### src/rtl/rotation_matrix_to_quaternion_defines.svh
// ----------------------------------------------------------------------------
// Assertion macros for the rotation matrix to quaternion converter
// Expects clk_i and rst_ni in the scope of use.
// ----------------------------------------------------------------------------
`ifndef ROTATION_MATRIX_TO_QUATERNION_DEFINES_SVH
`define ROTATION_MATRIX_TO_QUATERNION_DEFINES_SVH

// Same-cycle implication
`define RMQ_ASSERT_IMP(lbl, ante, cons, msg) \
  lbl: assert property (@(posedge clk_i) disable iff (!rst_ni) (ante) |-> (cons)) \
    else $error(msg);

// Next-cycle implication
`define RMQ_ASSERT_NXT(lbl, ante, cons, msg) \
  lbl: assert property (@(posedge clk_i) disable iff (!rst_ni) (ante) |=> (cons)) \
    else $error(msg);

`endif

### src/rtl/rmq_pkg.sv
// ----------------------------------------------------------------------------
// rmq_pkg
// Widths, stage counts and payload types of the matrix to quaternion pipeline.
// ----------------------------------------------------------------------------
package rmq_pkg;

  localparam int unsigned DATA_WIDTH = 16;
  localparam int unsigned FRAC_BITS  = 14;
  localparam int unsigned ONE        = 1 << FRAC_BITS;

  // signed width of t and the pair sums, and unsigned width of their magnitude
  localparam int unsigned VAL_W  = DATA_WIDTH + 2;
  localparam int unsigned MAG_W  = DATA_WIDTH + 1;
  // square root of t * 2^FRAC_BITS
  localparam int unsigned ROOT_W = (MAG_W + FRAC_BITS + 1) / 2;
  localparam int unsigned RAD_W  = 2 * ROOT_W;
  localparam int unsigned REM_W  = ROOT_W + 1;
  // quotient bits kept before saturation, and dividend width
  localparam int unsigned Q_W    = DATA_WIDTH - 1;
  localparam int unsigned N_W    = MAG_W + FRAC_BITS;

  localparam int unsigned SQ_STEPS  = ROOT_W;
  localparam int unsigned DV_STAGES = Q_W + 1;
  // input, branch, root digits, divide prep and digits, output
  localparam int unsigned NSTG      = 2 + SQ_STEPS + DV_STAGES + 1;

  typedef struct packed {
    logic signed [DATA_WIDTH-1:0] col0_row0;
    logic signed [DATA_WIDTH-1:0] col0_row1;
    logic signed [DATA_WIDTH-1:0] col0_row2;
    logic signed [DATA_WIDTH-1:0] col1_row0;
    logic signed [DATA_WIDTH-1:0] col1_row1;
    logic signed [DATA_WIDTH-1:0] col1_row2;
    logic signed [DATA_WIDTH-1:0] col2_row0;
    logic signed [DATA_WIDTH-1:0] col2_row1;
    logic signed [DATA_WIDTH-1:0] col2_row2;
  } mat_t;

  typedef struct packed {
    logic signed [DATA_WIDTH-1:0] quat_w;
    logic signed [DATA_WIDTH-1:0] quat_x;
    logic signed [DATA_WIDTH-1:0] quat_y;
    logic signed [DATA_WIDTH-1:0] quat_z;
  } quat_t;

  typedef struct packed {
    logic                      nonpos;
    logic [VAL_W-1:0]          t;
    logic [3:0][VAL_W-1:0]     v;
  } br_t;

  typedef struct packed {
    br_t               br;
    logic [RAD_W-1:0]  rad;
    logic [REM_W-1:0]  rem;
    logic [ROOT_W-1:0] root;
  } sq_t;

  typedef struct packed {
    logic              neg;
    logic              ovf;
    logic [ROOT_W-1:0] rem;
    logic [Q_W-1:0]    low;
    logic [Q_W-1:0]    q;
  } lane_t;

  typedef struct packed {
    logic              nonpos;
    logic [ROOT_W-1:0] s;
    lane_t [3:0]       lane;
  } dv_t;

endpackage

### src/rtl/rmq_div.sv
// ----------------------------------------------------------------------------
// rmq_div
// Four-lane restoring divider: rounded V * 2^(FRAC_BITS-1) / s, one bit per stage.
// ----------------------------------------------------------------------------
module rmq_div (
  input  logic                           clk_i,
  input  logic [rmq_pkg::DV_STAGES-1:0]  en_i,
  input  rmq_pkg::sq_t                   sq_i,
  output rmq_pkg::dv_t                   dv_o
);
  import rmq_pkg::*;

  function automatic lane_t lane_prep(logic [VAL_W-1:0] v, logic [ROOT_W-1:0] s);
    lane_t            r;
    logic [VAL_W-1:0] a;
    logic [N_W-1:0]   n;
    r.neg = v[VAL_W-1];
    a     = r.neg ? (~v + 1'b1) : v;
    n     = N_W'({a[MAG_W-1:0], {(FRAC_BITS-1){1'b0}}}) + N_W'(s >> 1);
    r.rem = n[N_W-1:Q_W];
    r.ovf = (n[N_W-1:Q_W] >= s);
    r.low = n[Q_W-1:0];
    r.q   = '0;
    return r;
  endfunction

  function automatic lane_t lane_step(lane_t a, logic [ROOT_W-1:0] s);
    lane_t           r;
    logic [ROOT_W:0] cur;
    r     = a;
    cur   = {a.rem, a.low[Q_W-1]};
    r.low = a.low << 1;
    if (cur >= {1'b0, s}) begin
      r.rem = ROOT_W'(cur - {1'b0, s});
      r.q   = {a.q[Q_W-2:0], 1'b1};
    end else begin
      r.rem = ROOT_W'(cur);
      r.q   = {a.q[Q_W-2:0], 1'b0};
    end
    return r;
  endfunction

  dv_t stage_q [DV_STAGES];

  always_ff @(posedge clk_i) begin
    if (en_i[0]) begin
      stage_q[0].nonpos <= sq_i.br.nonpos;
      stage_q[0].s      <= sq_i.root;
      for (int l = 0; l < 4; l++) begin
        stage_q[0].lane[l] <= lane_prep(sq_i.br.v[l], sq_i.root);
      end
    end
  end

  for (genvar k = 1; k < DV_STAGES; k++) begin : g_stage
    always_ff @(posedge clk_i) begin
      if (en_i[k]) begin
        stage_q[k].nonpos <= stage_q[k-1].nonpos;
        stage_q[k].s      <= stage_q[k-1].s;
        for (int l = 0; l < 4; l++) begin
          stage_q[k].lane[l] <= lane_step(stage_q[k-1].lane[l], stage_q[k-1].s);
        end
      end
    end
  end

  assign dv_o = stage_q[DV_STAGES-1];

endmodule

### config.mk
export PLATFORM = sky130hd
export DESIGN_NAME = rmq_div
export DESIGN_NICKNAME = d
export VERILOG_FILES = /design/src/rtl/rotation_matrix_to_quaternion_defines.svh /design/src/rtl/rmq_pkg.sv /design/src/rtl/rmq_div.sv
export SDC_FILE = /design/constraint.sdc
export NUM_CORES = 2
export LEC_CHECK = 0
export ABC_AREA = 0
export ABC_CLOCK_PERIOD_IN_PS = 7700
export BUFFER_PORTS_ARGS = -buffer_cell sky130_fd_sc_hd__buf_4
export CORE_UTILIZATION = 49
export DETAILED_ROUTE_END_ITERATION = 10
export PLACE_DENSITY = 0.66
export SLEW_MARGIN = 20
export SYNTH_ARGS = -nofsm -noshare
export SYNTH_HDL_FRONTEND = slang
export SYNTH_SLANG_ARGS = --single-unit
### constraint.sdc
create_clock -name clk_i -period 7.7 [get_ports clk_i]
set_clock_uncertainty 0.2 [all_clocks]
set_input_delay 0.77 -clock clk_i [delete_from_list [all_inputs] [get_ports clk_i]]
set_output_delay 0.77 -clock clk_i [all_outputs]
set_load 0.02 [all_outputs]
==> results.txt <==
* Syn. warnings: 0
- TNS Setup: 0 ns
- The synthesized design contains roughly 1900 enable-type register cells.
- Buffers placed on the I/O ports in this run total 254.
* Final period utilization: 0.618
- Summing internal, switching and leakage power gives 55.7 mW.
- After synthesis the cells add up to approximately 0.12 sq mm.
- The largest registers in the layout are stage_q: 1916 flops.
- Top cell type's share of synthesized area: 0.486
- Tracing the worst setup path back leads to its startpoint at stage_q[0][1247].
- GRT Util Overall: 0.262
* Classification of the worst-slack hold path: in2reg
* Die X: between 400 and 500 microns
* Yosys reg bits: 1916
- In this run the critical register-to-register path is captured at stage_q[0][1338].
- I/O pin cnt: about 380
- The core region is roughly 0.24 sq mm.
- Height of the die: 493 microns
* Vias after detailed routing: approximately 83000
* Layout cells sized above 1: 0.119
- Yosys instantiated no cell more often than sky130_fd_sc_hd__edfxtp_1.
- The clock drives 1916 sinks.
* Number of buffers created by CTS: between 200 and 250
- Mean instance size in the synthesized netlist: about 11 sq um
- Count of max-cap constraint violations: 0
- Placed wire-length estimate after detailed placement: between 200 and 300 mm
* Critical-path maximum fanout: 17
- The number of global-route vias before repair is just under 80000.
- Setup repair after global routing left no endpoint under its margin.
- Clock latency at the later pin of the worst-skew pair: just under 0.9 ns
- Synth area leaders: sky130_fd_sc_hd__edfxtp_1 (49%), sky130_fd_sc_hd__ha_1 (11%), sky130_fd_sc_hd__mux2_2 (4.8%)
* Total non-filler cell area in the finished layout: 0.129 sq mm
- After detailed routing, the total wire length is roughly 330 mm.
* Core Rows: 180
* Largest net degree at the start of global routing: between 80 and 90
- Of the total power, the share spent switching nets is 0.398.
- Setup violators final: 0
- Summing all placed instances gives a cell area of roughly 0.12 sq mm.
* Number of pins exceeding their max-slew limit in the final report: 0
- In the synthesized netlist, the cells that appear most often are sky130_fd_sc_hd__edfxtp_1 (1916), sky130_fd_sc_hd__ha_1 (997), sky130_fd_sc_hd__o21ai_0 (739).
* Proportion of synthesized chip area in sequential cells: 0.486
- The worst register-to-register path has a depth of 10.
* Register bank with the most flops: stage_q
- The worst-case IR drop observed on VDD is about 0.22 mV.
- Distinct cell type count of the synthesized netlist: a little over 90
* Required arrival time at the worst endpoint: 8.13 ns
- Comb pwr share: 0.484
* Prevailing post-synth register cell: sky130_fd_sc_hd__edfxtp_1
- The routed design could run at a clock period as short as about 4.8 ns.
- The internal power of the cells totals 33.5 mW.
- Buffer type at the clock tree root: sky130_fd_sc_hd__clkbuf_16
* Gate Count Post-Synth: 10500
- Hold Vio Cnt, Final: 0
- Of the total power, registers draw 0.338.
* Number of nets at the end of the flow: about 12000
- After clock tree synthesis, the repair step resized 0 gates.
- The initial antenna violation count was 14.
* Termination of the worst setup path: stage_q[0][1338]
- For this configuration, the core starts out at a cell density of 0.492.
* Crit path arrival time: around 5.2 ns
- Global-route wire length before repair: 481 mm
- The flow ran to the end, and the final reports show no timing, DRC or antenna violations.
- Across all register-to-register paths, the minimum setup slack is roughly 3 ns.
- Of the total power, the clock network draws 0.178.
* Detailed router's first-iteration violation count: about 7300
- The register with the most flip-flops in the layout has 1916 of them.
- Clock tree from TritonCTS: done
* Number of inserted filler cells in the final layout: around 20000
- The die covers 0.243 sq mm.
- Antenna Violating Nets Remaining: 0
- Via-per-instance ratio: between 5 and 6
- Number of H-tree levels: 4
- Dividing total power by cell area gives a power density of roughly 430 mW/mm^2.
* Switch Pwr: approximately 22 mW
- Proportion of register bits with asynchronous set or reset after synthesis: 0
* Max clock buf depth: 3
- Dividing the detail-routed wire length by the instance count gives 23.3 microns.
- Worst Max-Slew Pin Slew: between 1 and 1.5 ns
- Summed over all cells, the static leakage comes to 50.2 nW.
- Headroom to the max-slew limit came out at 0.287.
* Category of the worst setup path launch point: flip-flop
* Fmax: ~210 MHz
* Drc violations: 0
- The area growth from synthesis to layout is 9.42%.
- STA classifies the critical path endpoint as a flip-flop.
- Critical path class: reg2reg
- After clock tree synthesis, the clock-pin slew on the worst setup and hold paths is roughly 0.060 ns.
- The first detailed-routing pass took 6 iterations.
- At the end of routability-driven placement, the weighted congestion stood at between 0.9 and 1.
- R2r startpoint: stage_q[0][1247]
- Leading area contributor after synthesis: sky130_fd_sc_hd__edfxtp_1
* Global-route congestion overflow total: 0
## metal layers
metal / share of wire / global-route usage
met1: 0.45 / 0.361
met2: 0.47 / 0.436
met3: 0.052 / 0.0294
met4: 0.027 / 0.0720
met5: 0.000083 / 0
## cell type report
type,count,area [sq um],share of cell area
antenna,8,20.0,0.000155
inverter,531,1990,0.0154
clock buffer,233,5260,0.0406
timing repair buffer,314,2460,0.0190
tap,3185,3990,0.0308
multi-input combinational,7659,56700,0.438
clock inverter,144,1500,0.0116
sequential,1916,57500,0.444
## cells by family (layout without fill, tap and decap cells)
group / Yosys count / after routing / share of synthesized area
simple gates: 2627 / 2627 / 0.110
compound gates: 2547 / 2547 / 0.137
flops: 1916 / 1916 / 0.486
fa+ha+maj: 1061 / 1061 / 0.116
buf+inv: 939 / 1222 / 0.0375
xor+xnor: 761 / 761 / 0.0563
mux: 603 / 603 / 0.0563
other cells: 1 / 68 / 0.0000317
## layout by cell type (no fill, tap or decap), types with 206 or more instances in the layout
master / n
sky130_fd_sc_hd__a21o_1: 229
sky130_fd_sc_hd__a21oi_1: 671
sky130_fd_sc_hd__buf_4: 282
sky130_fd_sc_hd__clkbuf_16: 206
sky130_fd_sc_hd__edfxtp_1: 1916
sky130_fd_sc_hd__ha_1: 997
sky130_fd_sc_hd__inv_1: 521
sky130_fd_sc_hd__mux2_2: 499
sky130_fd_sc_hd__nand2_1: 634
sky130_fd_sc_hd__nand4_1: 226
sky130_fd_sc_hd__nor2_1: 692
sky130_fd_sc_hd__nor3_1: 238
sky130_fd_sc_hd__o21ai_0: 739
sky130_fd_sc_hd__xnor2_1: 460
sky130_fd_sc_hd__xor2_1: 301
## worst max-delay path, cell delays in order, from the launching register on
cell and delay, ns:
sky130_fd_sc_hd__edfxtp_1 0.39, sky130_fd_sc_hd__inv_1 0.52, sky130_fd_sc_hd__ha_1 0.57, sky130_fd_sc_hd__nor2b_1 0.14, sky130_fd_sc_hd__o31a_1 0.30, sky130_fd_sc_hd__o31a_1 0.27, sky130_fd_sc_hd__o41ai_2 0.51, sky130_fd_sc_hd__a21oi_1 0.13
sky130_fd_sc_hd__o21a_1 0.22, sky130_fd_sc_hd__nor3_4 0.80, sky130_fd_sc_hd__mux2_2 0.43
## worst min-delay path by stage
stage | start | end | cells past startpoint
floorplan | stage_q[0][817] | stage_q[0][1026] | 0
global placement | stage_q[0][1301] | stage_q[0][1510] | 0
detailed placement | stage_q[0][935] | stage_q[0][1145] | 0
CTS | sq_i[15] | stage_q[0][207] | 1
global route | sq_i[15] | stage_q[0][207] | 1
finish | sq_i[15] | stage_q[0][207] | 1
## timing repair
item,CTS,global route
hold buffers,25,0
endpoints found under the hold margin,40,0
buffers inserted,0,0
## metrics by stage
step	hold slack, ns	setup WS, ns	std cells	utilization
floorplan	0.200	3.35	10500	-
global placement	0.201	2.83	13600	0.509
detailed placement	0.205	2.84	13600	0.509
CTS	0.00387	2.95	14000	0.538
global route	0.0367	2.76	14000	0.539
finish	0.0801	2.94	14000	0.539
## power groups by stage
| stage | registers, mW | logic [mW] | clock network [mW] |
|---|---|---|---|
| after floorplan | 17.4 | 20.4 | 0 |
| after global placement | 19.0 | 26.1 | 0 |
| after detailed placement | 19.0 | 26.6 | 0 |
| after CTS | 18.8 | 26.8 | 10.1 |
| after global routing | 19.0 | 29.6 | 10.5 |
| final | 18.8 | 27.0 | 9.89 |
Power figures use the tool's default switching activity.
