File: config.mk
export PLATFORM = sky130hd
export DESIGN_NAME = rmq_sqrt
export DESIGN_NICKNAME = d
export VERILOG_FILES = /design/src/rtl/rotation_matrix_to_quaternion_defines.svh /design/src/rtl/rmq_pkg.sv /design/src/rtl/rmq_sqrt.sv
export SDC_FILE = /design/constraint.sdc
export NUM_CORES = 1
export LEC_CHECK = 0
export ABC_AREA = 1
export BUFFER_PORTS_ARGS = -buffer_cell sky130_fd_sc_hd__clkbuf_2
export CAP_MARGIN = 40
export CORE_ASPECT_RATIO = 0.7
export CORE_MARGIN = 3
export CORE_UTILIZATION = 35
export DETAILED_ROUTE_END_ITERATION = 16
export GPL_ROUTABILITY_DRIVEN = 0
export RECOVER_POWER = 50
export SLEW_MARGIN = 20
export SYNTH_ARGS = -nofsm -noshare
export SYNTH_HDL_FRONTEND = slang
export SYNTH_SLANG_ARGS = --single-unit
File: constraint.sdc
create_clock -name clk_i -period 2.6 [get_ports clk_i]
set_input_delay 0.13 -clock clk_i [delete_from_list [all_inputs] [get_ports clk_i]]
set_output_delay 0.13 -clock clk_i [all_outputs]
set_load 0.02 [all_outputs]
File: src/rtl/rotation_matrix_to_quaternion_defines.svh
// ----------------------------------------------------------------------------
// Assertion macros for the rotation matrix to quaternion converter
// Expects clk_i and rst_ni in the scope of use.
// ----------------------------------------------------------------------------
`ifndef ROTATION_MATRIX_TO_QUATERNION_DEFINES_SVH
`define ROTATION_MATRIX_TO_QUATERNION_DEFINES_SVH

// Same-cycle implication
`define RMQ_ASSERT_IMP(lbl, ante, cons, msg) \
  lbl: assert property (@(posedge clk_i) disable iff (!rst_ni) (ante) |-> (cons)) \
    else $error(msg);

// Next-cycle implication
`define RMQ_ASSERT_NXT(lbl, ante, cons, msg) \
  lbl: assert property (@(posedge clk_i) disable iff (!rst_ni) (ante) |=> (cons)) \
    else $error(msg);

`endif

File: src/rtl/rmq_pkg.sv
// ----------------------------------------------------------------------------
// rmq_pkg
// Widths, stage counts and payload types of the matrix to quaternion pipeline.
// ----------------------------------------------------------------------------
package rmq_pkg;

  localparam int unsigned DATA_WIDTH = 16;
  localparam int unsigned FRAC_BITS  = 14;
  localparam int unsigned ONE        = 1 << FRAC_BITS;

  // signed width of t and the pair sums, and unsigned width of their magnitude
  localparam int unsigned VAL_W  = DATA_WIDTH + 2;
  localparam int unsigned MAG_W  = DATA_WIDTH + 1;
  // square root of t * 2^FRAC_BITS
  localparam int unsigned ROOT_W = (MAG_W + FRAC_BITS + 1) / 2;
  localparam int unsigned RAD_W  = 2 * ROOT_W;
  localparam int unsigned REM_W  = ROOT_W + 1;
  // quotient bits kept before saturation, and dividend width
  localparam int unsigned Q_W    = DATA_WIDTH - 1;
  localparam int unsigned N_W    = MAG_W + FRAC_BITS;

  localparam int unsigned SQ_STEPS  = ROOT_W;
  localparam int unsigned DV_STAGES = Q_W + 1;
  // input, branch, root digits, divide prep and digits, output
  localparam int unsigned NSTG      = 2 + SQ_STEPS + DV_STAGES + 1;

  typedef struct packed {
    logic signed [DATA_WIDTH-1:0] col0_row0;
    logic signed [DATA_WIDTH-1:0] col0_row1;
    logic signed [DATA_WIDTH-1:0] col0_row2;
    logic signed [DATA_WIDTH-1:0] col1_row0;
    logic signed [DATA_WIDTH-1:0] col1_row1;
    logic signed [DATA_WIDTH-1:0] col1_row2;
    logic signed [DATA_WIDTH-1:0] col2_row0;
    logic signed [DATA_WIDTH-1:0] col2_row1;
    logic signed [DATA_WIDTH-1:0] col2_row2;
  } mat_t;

  typedef struct packed {
    logic signed [DATA_WIDTH-1:0] quat_w;
    logic signed [DATA_WIDTH-1:0] quat_x;
    logic signed [DATA_WIDTH-1:0] quat_y;
    logic signed [DATA_WIDTH-1:0] quat_z;
  } quat_t;

  typedef struct packed {
    logic                      nonpos;
    logic [VAL_W-1:0]          t;
    logic [3:0][VAL_W-1:0]     v;
  } br_t;

  typedef struct packed {
    br_t               br;
    logic [RAD_W-1:0]  rad;
    logic [REM_W-1:0]  rem;
    logic [ROOT_W-1:0] root;
  } sq_t;

  typedef struct packed {
    logic              neg;
    logic              ovf;
    logic [ROOT_W-1:0] rem;
    logic [Q_W-1:0]    low;
    logic [Q_W-1:0]    q;
  } lane_t;

  typedef struct packed {
    logic              nonpos;
    logic [ROOT_W-1:0] s;
    lane_t [3:0]       lane;
  } dv_t;

endpackage

File: src/rtl/rmq_sqrt.sv
// ----------------------------------------------------------------------------
// rmq_sqrt
// Digit-by-digit integer square root, one root bit per register stage.
// ----------------------------------------------------------------------------
module rmq_sqrt (
  input  logic                           clk_i,
  input  logic [rmq_pkg::SQ_STEPS-1:0]   en_i,
  input  rmq_pkg::br_t                   br_i,
  output rmq_pkg::sq_t                   sq_o
);
  import rmq_pkg::*;

  function automatic sq_t sq_step(sq_t a);
    sq_t              r;
    logic [REM_W+1:0] cur;
    logic [REM_W+1:0] trial;
    r     = a;
    cur   = {a.rem, a.rad[RAD_W-1 -: 2]};
    trial = {1'b0, a.root, 2'b01};
    r.rad = a.rad << 2;
    if (cur >= trial) begin
      r.rem  = REM_W'(cur - trial);
      r.root = {a.root[ROOT_W-2:0], 1'b1};
    end else begin
      r.rem  = REM_W'(cur);
      r.root = {a.root[ROOT_W-2:0], 1'b0};
    end
    return r;
  endfunction

  sq_t init;
  sq_t stage_q [SQ_STEPS];

  always_comb begin
    init.br   = br_i;
    init.rad  = RAD_W'({br_i.t[MAG_W-1:0], {FRAC_BITS{1'b0}}});
    init.rem  = '0;
    init.root = '0;
  end

  for (genvar k = 0; k < SQ_STEPS; k++) begin : g_stage
    if (k == 0) begin : g_first
      always_ff @(posedge clk_i) begin
        if (en_i[k]) stage_q[k] <= sq_step(init);
      end
    end else begin : g_next
      always_ff @(posedge clk_i) begin
        if (en_i[k]) stage_q[k] <= sq_step(stage_q[k-1]);
      end
    end
  end

  assign sq_o = stage_q[SQ_STEPS-1];

endmodule

==> flow_summary.yaml, run 1 <==
status:
  status: "complete, but fails checks"
  violations: "max-capacitance violations, max-slew violations"
cts:
  cts_tree: "yes"
  cts_buffers: 175
  post_cts.repair.setup_buffers: 0
  path_clk_slew_ps: 60
  cts_root_buffer: "clkbuf_16"
  insertion_delay_ps: 810
  cts_num_sinks: 1818
  clk_path_buf_depth: 3
  htreeDepth: 4
drt:
  drtPass1Iterations: 7
  drt-total-wl_um: 128000
  num_vias: 34900
  drc: 0
  vias_per_cell: 4.46
  avgRoutedWirePerCell_um: 16.3
  antenna_left: 0
  drtIter0Drc: 2679
synthesis:
  syn_inst: 4590
  yosysTopAreaCellShare_pct: 79.7
  ys.flop_type: "edfxtp_1"
  synth.distinct_cells: 46
  ys.warnings.count: 0
  seq_area_frac_synth_pct: 79.7
  synth-async-reset-ratio_pct: 0
  avgSynthCellArea_um2: 14.9
  synth_edf_count: 1818
  yosys_register_bits: 1818
  synth_area_um2: 68500
  synth.largest_area_cell: "edfxtp_1"
  yosys-top-cells-area: "edfxtp_1 80%, nand2_1 5.6%, inv_1 2.9%"
worst_setup_path:
  startpoint_type: "flop"
  required_ps: 3240
  worst-path-max-fanout: 18
  crit_type: "flop to flop"
  max_stage_delay_ps: 450
  cp-end-kind: "flop"
  crit_buf_inv: 1
  r2r-start: "stage_q[1][331]"
  rr_worst_depth: 10
  r2r_slack_ps: 210
  crit_path_top_delay_cell: "edfxtp_1"
  cp_data_arrival_time_ps: 3020
  r2r-end: "stage_q[1][489]"
  cp.depth: 10
  path_cells: "ha_1 -> nand2_1 -> nor2_1 -> nand3_1 -> nand3_1 -> nand2_1 -> nand2_2 -> buf_4 -> nand3_1 -> nand2_1"
  path_delay_family: "simple AND/OR/NAND/NOR gates"
power_and_ir_drop:
  p_leak_nw: 31.0
  combPwrFrac_pct: 9.0
  power_density_nw_per_um2: 844
  p_seq_share_pct: 53.1
  p_int_mw: 51.5
  swShare_pct: 23.5
  ir_worst_vdd_mv: 0.674
  net-switching-power_mw: 15.9
  clock_power_share_pct: 37.9
place:
  dpl_worst_slack_ps: 236
  io_buffers: 231
  hpwl_um: 84100
  dp.cells: 7333
timing:
  rsz0062_at_grt: "false"
  relSlewSlack_pct: -25.8
  maxSlewViolCount: 255
  worst_slack_ps: 215
  tightestPinTransition_ps: 1890
  setup_violations: 0
  skew_ps: 50.5
  hold_ws_ps: 54.8
  period_share_pct: 91.7
  hold_viol: 0
  max_freq_mhz: 419
  min_period_ps: 2390
  fin_setup_tns_ps: 0
finish:
  regMostFlops: "stage_q"
  drive_above_1_share_pct: 10.9
  fin_cells: 7820
  largest_register_ffs: 1818
  fin_nets: 5320
  syn_to_final_growth_pct: 16.5
  top_regs: "stage_q: 1818 flops"
hold_path:
  hold_path.class: "primary input to flop"
  min_path_cells: 2
  hold_start: "br_i[5]"
  hold_end: "stage_q[0][68]"
job:
  max-cap-violations: 6
die:
  die_height_um: 376
  die_x_um: 535
  num_rows: 135
  initial_core_util_pct: 35.3
  design.core.area_um2: 194000
  ioPinCount: 264
  die-area_um2: 201000
global_route:
  grt_pass1_wl_um: 199000
  grt_max_degree: 58
  grt_usage_pct: 12.7
  grt_overflow: 0
  grt_pass1_vias: 34900
  antenna_found_initial: 1
-- cells by family after synthesis --
group,count (synthesis),synth area share [%]
buffers and inverters,712,4.91
adders and majority gates,146,2.74
other,1,0.00547
DFF,1818,79.7
and+or+nand+nor,1652,10.2
AOI/OAI and AO/OA,167,1.27
xor gates and xnor gates,94,1.20
-- placed cells by master, fill, tap and decap left out, drive strengths merged, types with 40 or more instances in the layout --
master / Yosys / layout
ha: 139 / 139
nor2: 214 / 214
inv: 528 / 533
nand4: 40 / 40
clkinv: 0 / 77
clkbuf: 2 / 446
o21ai: 47 / 47
buf: 182 / 61
xor2: 75 / 75
edfxtp: 1818 / 1818
nand2: 1041 / 1041
dlygate4sd3: 0 / 159
a21oi: 109 / 109
nand3: 285 / 285
-- timing repair --
action,4_1_cts,5_1_grt
endpoints found under the hold margin,1122,0
hold buffers,159,0
resized for setup,0,0
setup endpoints to repair,0,0
-- layer usage --
layer | GRT usage (%) | part of all wire (%) | vias to the layer above
li1 | - | - | 16800
met3 | 2.79 | 5.8 | 269
met1 | 17.3 | 45 | 16800
met4 | 4.22 | 3.3 | 0
met2 | 20.2 | 46 | 1028
met5 | 0 | 0 | -
-- cells in the mapped netlist (2+ instances only) --
library cell,instances
a21oi_2,3
nand3_1,283
edfxtp_1,1818
o21ai_1,3
nand3b_1,10
nor4_1,3
nor3_1,33
xor2_1,75
nand2_4,5
nand2_2,12
a21o_1,3
buf_6,9
fa_1,7
inv_1,525
and2_1,7
a21oi_1,106
clkbuf_1,2
xnor2_1,19
or2_2,9
a31oi_1,2
buf_2,10
o21ai_0,44
buf_4,163
nand2_1,1024
nand4_1,39
nand3_2,2
and3_1,4
nor2_2,6
nor2_1,203
inv_2,3
ha_1,139
nor2_4,5
-- final cells by class --
type                       instances  area, um^2
inverter                         528        1980
timing repair buffer             451        3460
multi-input combinational       2092       10700
clock buffer                     215        4570
sequential                      1818       54600
tap                             2603        3260
fill                           17300      114000
antenna                            1        2.50
clock inverter                   112        1310
-- worst max path at each step --
stage / from / end / slack, ps
2_1_floorplan: stage_q[1][787] / stage_q[1][956] / 600
3_3_place_gp: stage_q[1][331] / stage_q[1][481] / 250
3_5_place_dp: stage_q[1][331] / stage_q[1][481] / 240
4_1_cts: stage_q[1][331] / stage_q[1][481] / 230
5_1_grt: stage_q[1][479] / stage_q[1][648] / 40
6_report: stage_q[1][331] / stage_q[1][489] / 210
-- metrics by stage --
stage	instance area (um^2)	total power [mW]	utilization (%)
floorplan	68600	40.0	-
global placement	72500	42.1	37.4
detailed placement	72500	42.3	37.4
CTS	80000	68.3	41.2
global route	79900	70.6	41.1
finish	79900	67.4	41.1
-- power groups by stage --
stage	Combinational (mW)	Sequential, mW	Clock (mW)
6_report	6.09	35.8	25.5
5_1_grt	6.90	36.0	27.7
4_1_cts	6.10	35.8	26.5
3_5_place_dp	5.88	36.4	0
3_3_place_gp	5.76	36.3	0
2_1_floorplan	4.08	36.0	0
No activity file was read; power rests on OpenSTA's default activity.
==> run 2: changes to the inputs <==
BUFFER_PORTS_ARGS = unset   (was -buffer_cell sky130_fd_sc_hd__clkbuf_2)
DONT_BUFFER_PORTS = 1   (was unset)
==> run 2 against run 1 <==
  * The flow finishes with violations (negative hold slack)
  * Design area shrank 1.9%
  * Sequential power is essentially flat
  * Die area is the same
  * Combinational power shrank 17%
  * Critical path type unchanged
  * Flip-flop and latch count is the same
  * Critical path depth shrank 1
  * Non-clock buffer count shrank 250
  * Maximum frequency grew 2.0%
  * Largest power group unchanged
==> flow_summary.yaml, run 2 (same netlist as run 1, synthesis figures left out) <==
timing:
  setup_violations: 0
  relSlewSlack_pct: 50.6
  skew_ps: 50.3
  worst_slack_ps: 262
  fin_setup_tns_ps: 0
  period_share_pct: 89.9
  hold_viol: 1403
  hold_ws_ps: -553
  rsz0062_at_grt: "false"
  max_freq_mhz: 428
  tightestPinTransition_ps: 741
  min_period_ps: 2340
  maxSlewViolCount: 0
power_and_ir_drop:
  p_leak_nw: 29.9
  ir_worst_vdd_mv: 0.477
  power_density_nw_per_um2: 850
  p_total_mw: 66.6
die:
  design.core.area_um2: 194000
  num_rows: 135
  initial_core_util_pct: 35.3
  ioPinCount: 264
  die-area_um2: 201000
  die_x_um: 535
  die_height_um: 376
finish:
  syn_to_final_growth_pct: 14.4
  nFillCells: 17500
  layout_commonest_cell: "edfxtp_1"
  top_regs: "stage_q: 1818 flops"
  drive_above_1_share_pct: 6.49
  largest_register_ffs: 1818
  regMostFlops: "stage_q"
  multi_input_area_um2: 10700
  antenna_cells: 0
  fin_nets: 5077
  final_cell_mix: "1,818 x edfxtp_1, 1,024 x nand2_1, 524 x inv_1"
  seq_area_um2: 54600
cts:
  cts_buffers: 182
  cts_root_buffer: "clkbuf_16"
  cts_tree: "yes"
  path_clk_slew_ps: 60
  htreeDepth: 4
  cts_num_sinks: 1818
  clk_path_buf_depth: 4
  ctsHoldBuffers: 190
  insertion_delay_ps: 800
global_route:
  grt_pass1_wl_um: 196000
  grt_overflow: 0
  grt_max_degree: 123
  grt_usage_pct: 12.4
  grt_pass1_vias: 34200
  antenna_found_initial: 1
drt:
  drtIter0Drc: 2877
  drtPass1Iterations: 6
  avgRoutedWirePerCell_um: 16.6
  vias_per_cell: 4.52
  num_vias: 34200
  drc: 0
  drt-total-wl_um: 126000
  antenna_left: 0
worst_setup_path:
  cp_data_arrival_time_ps: 2930
  r2r-start: "stage_q[1][485]"
  r2r_slack_ps: 260
  r2r-end: "stage_q[1][640]"
  cp-endpoint: "stage_q[1][640]"
  required_ps: 3190
  rr_worst_depth: 9
  crit_type: "flop to flop"
  crit_start: "stage_q[1][485]"
  worst-path-max-fanout: 18
  cp-end-kind: "flop"
  startpoint_type: "flop"
status:
  status: "complete, but fails checks"
  violations: "negative hold slack"
place:
  hpwl_um: 74400
  io_buffers: 0
  dpl_worst_slack_ps: 319
hold_path:
  hold_path.class: "primary input to flop"
job:
  max-cap-violations: 0
==> run 2: metal layers <==
metal  global-route usage [%]  wire, um  up-vias
li1                         -         -    16300
met1                     17.3     58000    16500
met2                     19.7     57300     1092
met3                     2.33      7040      245
met4                     3.87      3410        0
met5                        0         0        -
==> run 2: repair_timing <==
action / CTS / global route
gates resized for setup: 0 / 2
setup buffers: 0 / 0
hold endpoints to repair: 1909 / 1403
setup endpoints to repair: 0 / 5
==> run 2: metrics by stage <==
step | std cells | utilization [%] | instance area, um^2 | hold WS, ps
after floorplan | 4622 | - | 68600 | 229
after global placement | 7052 | 36.4 | 70600 | 229
after detailed placement | 7052 | 36.4 | 70600 | 229
after CTS | 7562 | 40.4 | 78300 | -642
after global routing | 7562 | 40.4 | 78300 | -636
final | 7562 | 40.4 | 78300 | -553
==> run 2: worst min path at each step <==
stage | startpoint | to | slack (ps) | depth (start not counted)
global placement | br_i[39] | stage_q[0][102] | 230 | 0
detailed placement | br_i[16] | stage_q[0][79] | 230 | 0
finish | en_i[15] | stage_q[1][1142] | -550 | 0
CTS | en_i[13] | stage_q[1][856] | -640 | 0
global route | en_i[10] | stage_q[1][393] | -640 | 0
floorplan | br_i[37] | stage_q[0][100] | 230 | 0
==> run 2: report_power, final <==
group	internal (mW)	switching [mW]	leakage, nW	total [mW]
Clock	14.8	10.7	2.80	25.5
Sequential	34.9	1.14	17.6	36.0
Combinational	1.80	3.24	9.49	5.05
Total	51.5	15.1	29.9	66.6
==> run 2: area by class of cell <==
cell class	instances	share of cell area (%)
timing repair buffer	201	2.62
multi-input combinational	2092	13.6
sequential	1818	69.7
inverter	528	2.53
clock buffer	220	6.05
tap	2603	4.16
clock inverter	100	1.32
==> run 2: critical path, cell delays in order (launching register included) <==
cell and delay [ps]:
edfxtp_1 430, ha_1 420, nand2_1 130, nor2_1 230, nand3_1 130, nand3_1 140, nand2_1 100, nand2_2 300
nand2_1 100, nand2_1 160
==> run 3: changes to the inputs <==
CTS_CLUSTER_DIAMETER = 30   (was unset)
RECOVER_POWER = unset   (was 50)
clock period = 2.34 ns   (was 2.6 ns; I/O delays follow)
==> run 3 against run 2 <==
  * The flow still finishes with violations (negative hold slack)
  * Via count grew 3.9%
  * Core utilization is 2.8 points higher
  * Design area grew 7.0%
  * Flip-flop and latch count did not move
  * Non-clock buffer count rose by 19
  * Sequential power rose by 11%
  * Critical path depth unchanged
  * Largest cell class unchanged
  * Highest routed layer unchanged
  * Register-to-register slack got worse by 200 ps
  * Critical path type unchanged
  * Clock-buffer cell count grew 141
  * Global-route usage increased by 0.36 points
  * Maximum frequency is 2.6% higher
==> flow_summary.yaml, run 3 (same netlist as run 1, synthesis figures left out) <==
finish:
  top_regs: "stage_q: 1818 flops"
  fin_util_pct: 43.2
  final_cell_mix: "1,818 x edfxtp_1, 1,021 x nand2_1, 523 x inv_1"
  design_area_um2: 83800
  regMostFlops: "stage_q"
  fin_nets: 5244
  layout_commonest_cell: "edfxtp_1"
  drive_above_1_share_pct: 11.9
  antenna_cells: 0
  largest_register_ffs: 1818
  fin_cells: 7856
  syn_to_final_growth_pct: 22.4
  nFillCells: 17000
die:
  num_rows: 135
  initial_core_util_pct: 35.3
  die_height_um: 376
  die_x_um: 535
  die-area_um2: 201000
  design.core.area_um2: 194000
  ioPinCount: 264
timing:
  skew_ps: 52.9
  maxSlewViolCount: 0
  hold_ws_ps: -575
  tightestPinTransition_ps: 678
  period_share_pct: 97.4
  relSlewSlack_pct: 54.8
  fin_setup_tns_ps: 0
  setup_violations: 0
  hold_viol: 1726
  min_period_ps: 2280
  max_freq_mhz: 439
  worst_slack_ps: 60.5
power_and_ir_drop:
  power_density_nw_per_um2: 1100
  p_leak_nw: 32.6
  ir_worst_vdd_mv: 0.656
drt:
  num_vias: 35500
  drtPass1Iterations: 6
  drt-total-wl_um: 130000
  drc: 0
  avgRoutedWirePerCell_um: 16.5
  drtIter0Drc: 2738
  vias_per_cell: 4.52
  antenna_left: 0
worst_setup_path:
  crit_start: "stage_q[1][637]"
  crit_path_top_delay_cell: "edfxtp_1"
  cp_data_arrival_time_ps: 2790
  path_cells: "ha_2 -> nand2_1 -> nor2_1 -> nand3_1 -> nand3_1 -> nand2_2 -> buf_4 -> nand3_1 -> nand2_1"
  worst-path-max-fanout: 7
  startpoint_type: "flop"
  cp-end-kind: "flop"
  max_stage_delay_ps: 460
  rr_worst_depth: 9
  path_delay_family: "simple AND/OR/NAND/NOR gates"
  r2r-start: "stage_q[1][637]"
  r2r-end: "stage_q[1][788]"
  crit_buf_inv: 1
  required_ps: 2850
  r2r_slack_ps: 60
  cp_common_cell: "nand3_1"
  crit_type: "flop to flop"
global_route:
  grt_pass1_wl_um: 203000
  grt_overflow: 0
  grt_max_degree: 123
  grt_pass1_vias: 36300
  grt_usage_pct: 12.8
  antenna_found_initial: 0
place:
  dp.cells: 7063
  placed_area_um2: 70700
  hpwl_um: 74700
  io_buffers: 0
  dpl_worst_slack_ps: 81.7
status:
  status: "complete, but fails checks"
  violations: "negative hold slack"
cts:
  path_clk_slew_ps: 50
  cts_root_buffer: "clkbuf_16"
  cts_num_sinks: 1818
  htreeDepth: 5
  clk_path_buf_depth: 4
  cts_buffers: 328
  insertion_delay_ps: 800
  ctsHoldBuffers: 184
  cts_tree: "yes"
hold_path:
  hold_path.class: "primary input to flop"
  hold_end: "stage_q[1][683]"
  hold_start: "en_i[12]"
  min_path_cells: 0
job:
  max-cap-violations: 0
## run 3: how the worst max path moves through the flow
| stage | slack (ps) | cells after the start | to |
|---|---|---|---|
| final | 60 | 9 | stage_q[1][788] |
| after global routing | -0.1 | 10 | stage_q[0][789] |
| after CTS | 30 | 10 | stage_q[0][642] |
| after detailed placement | 80 | 10 | stage_q[0][642] |
| after global placement | 120 | 13 | stage_q[1][494] |
| after floorplan | 340 | 13 | stage_q[1][956] |
## run 3: timing repair
item	CTS	global route
hold endpoints to repair	1909	1726
setup buffers	0	14
endpoints found under the setup margin	0	106
resized for setup	0	27
## run 3: metal layers
layer | vias up | GRT usage, % | share of wire [%]
met5 | - | 0 | 0
met4 | 0 | 5.54 | 3.7
met3 | 370 | 2.72 | 5.9
met2 | 1221 | 20.4 | 46
met1 | 17100 | 16.8 | 44
li1 | 16800 | - | -
## run 3: area by class of cell
cell class              instances  area [um^2]  area share (%)
clock inverters               232         2620            3.12
well taps                    2603         3260            3.89
repair buffers                220         2170            2.59
flip-flops and latches       1818        54600            65.1
clock buffers                 361         8420            10.0
multi-input cells            2092        10800            12.9
repair inverters                2         12.5          0.0149
inverters                     528         1990            2.37
## run 3: stage by stage
step | total power [mW] | hold WS [ps]
final | 92.1 | -575
after global routing | 96.0 | -651
after CTS | 93.2 | -663
after detailed placement | 45.8 | 216
after global placement | 45.6 | 216
after floorplan | 44.5 | 216
## run 3: power breakdown
group / internal (mW) / switching [mW]
clock network: 30.3 / 16.1
logic: 2.02 / 3.54
registers: 38.8 / 1.26
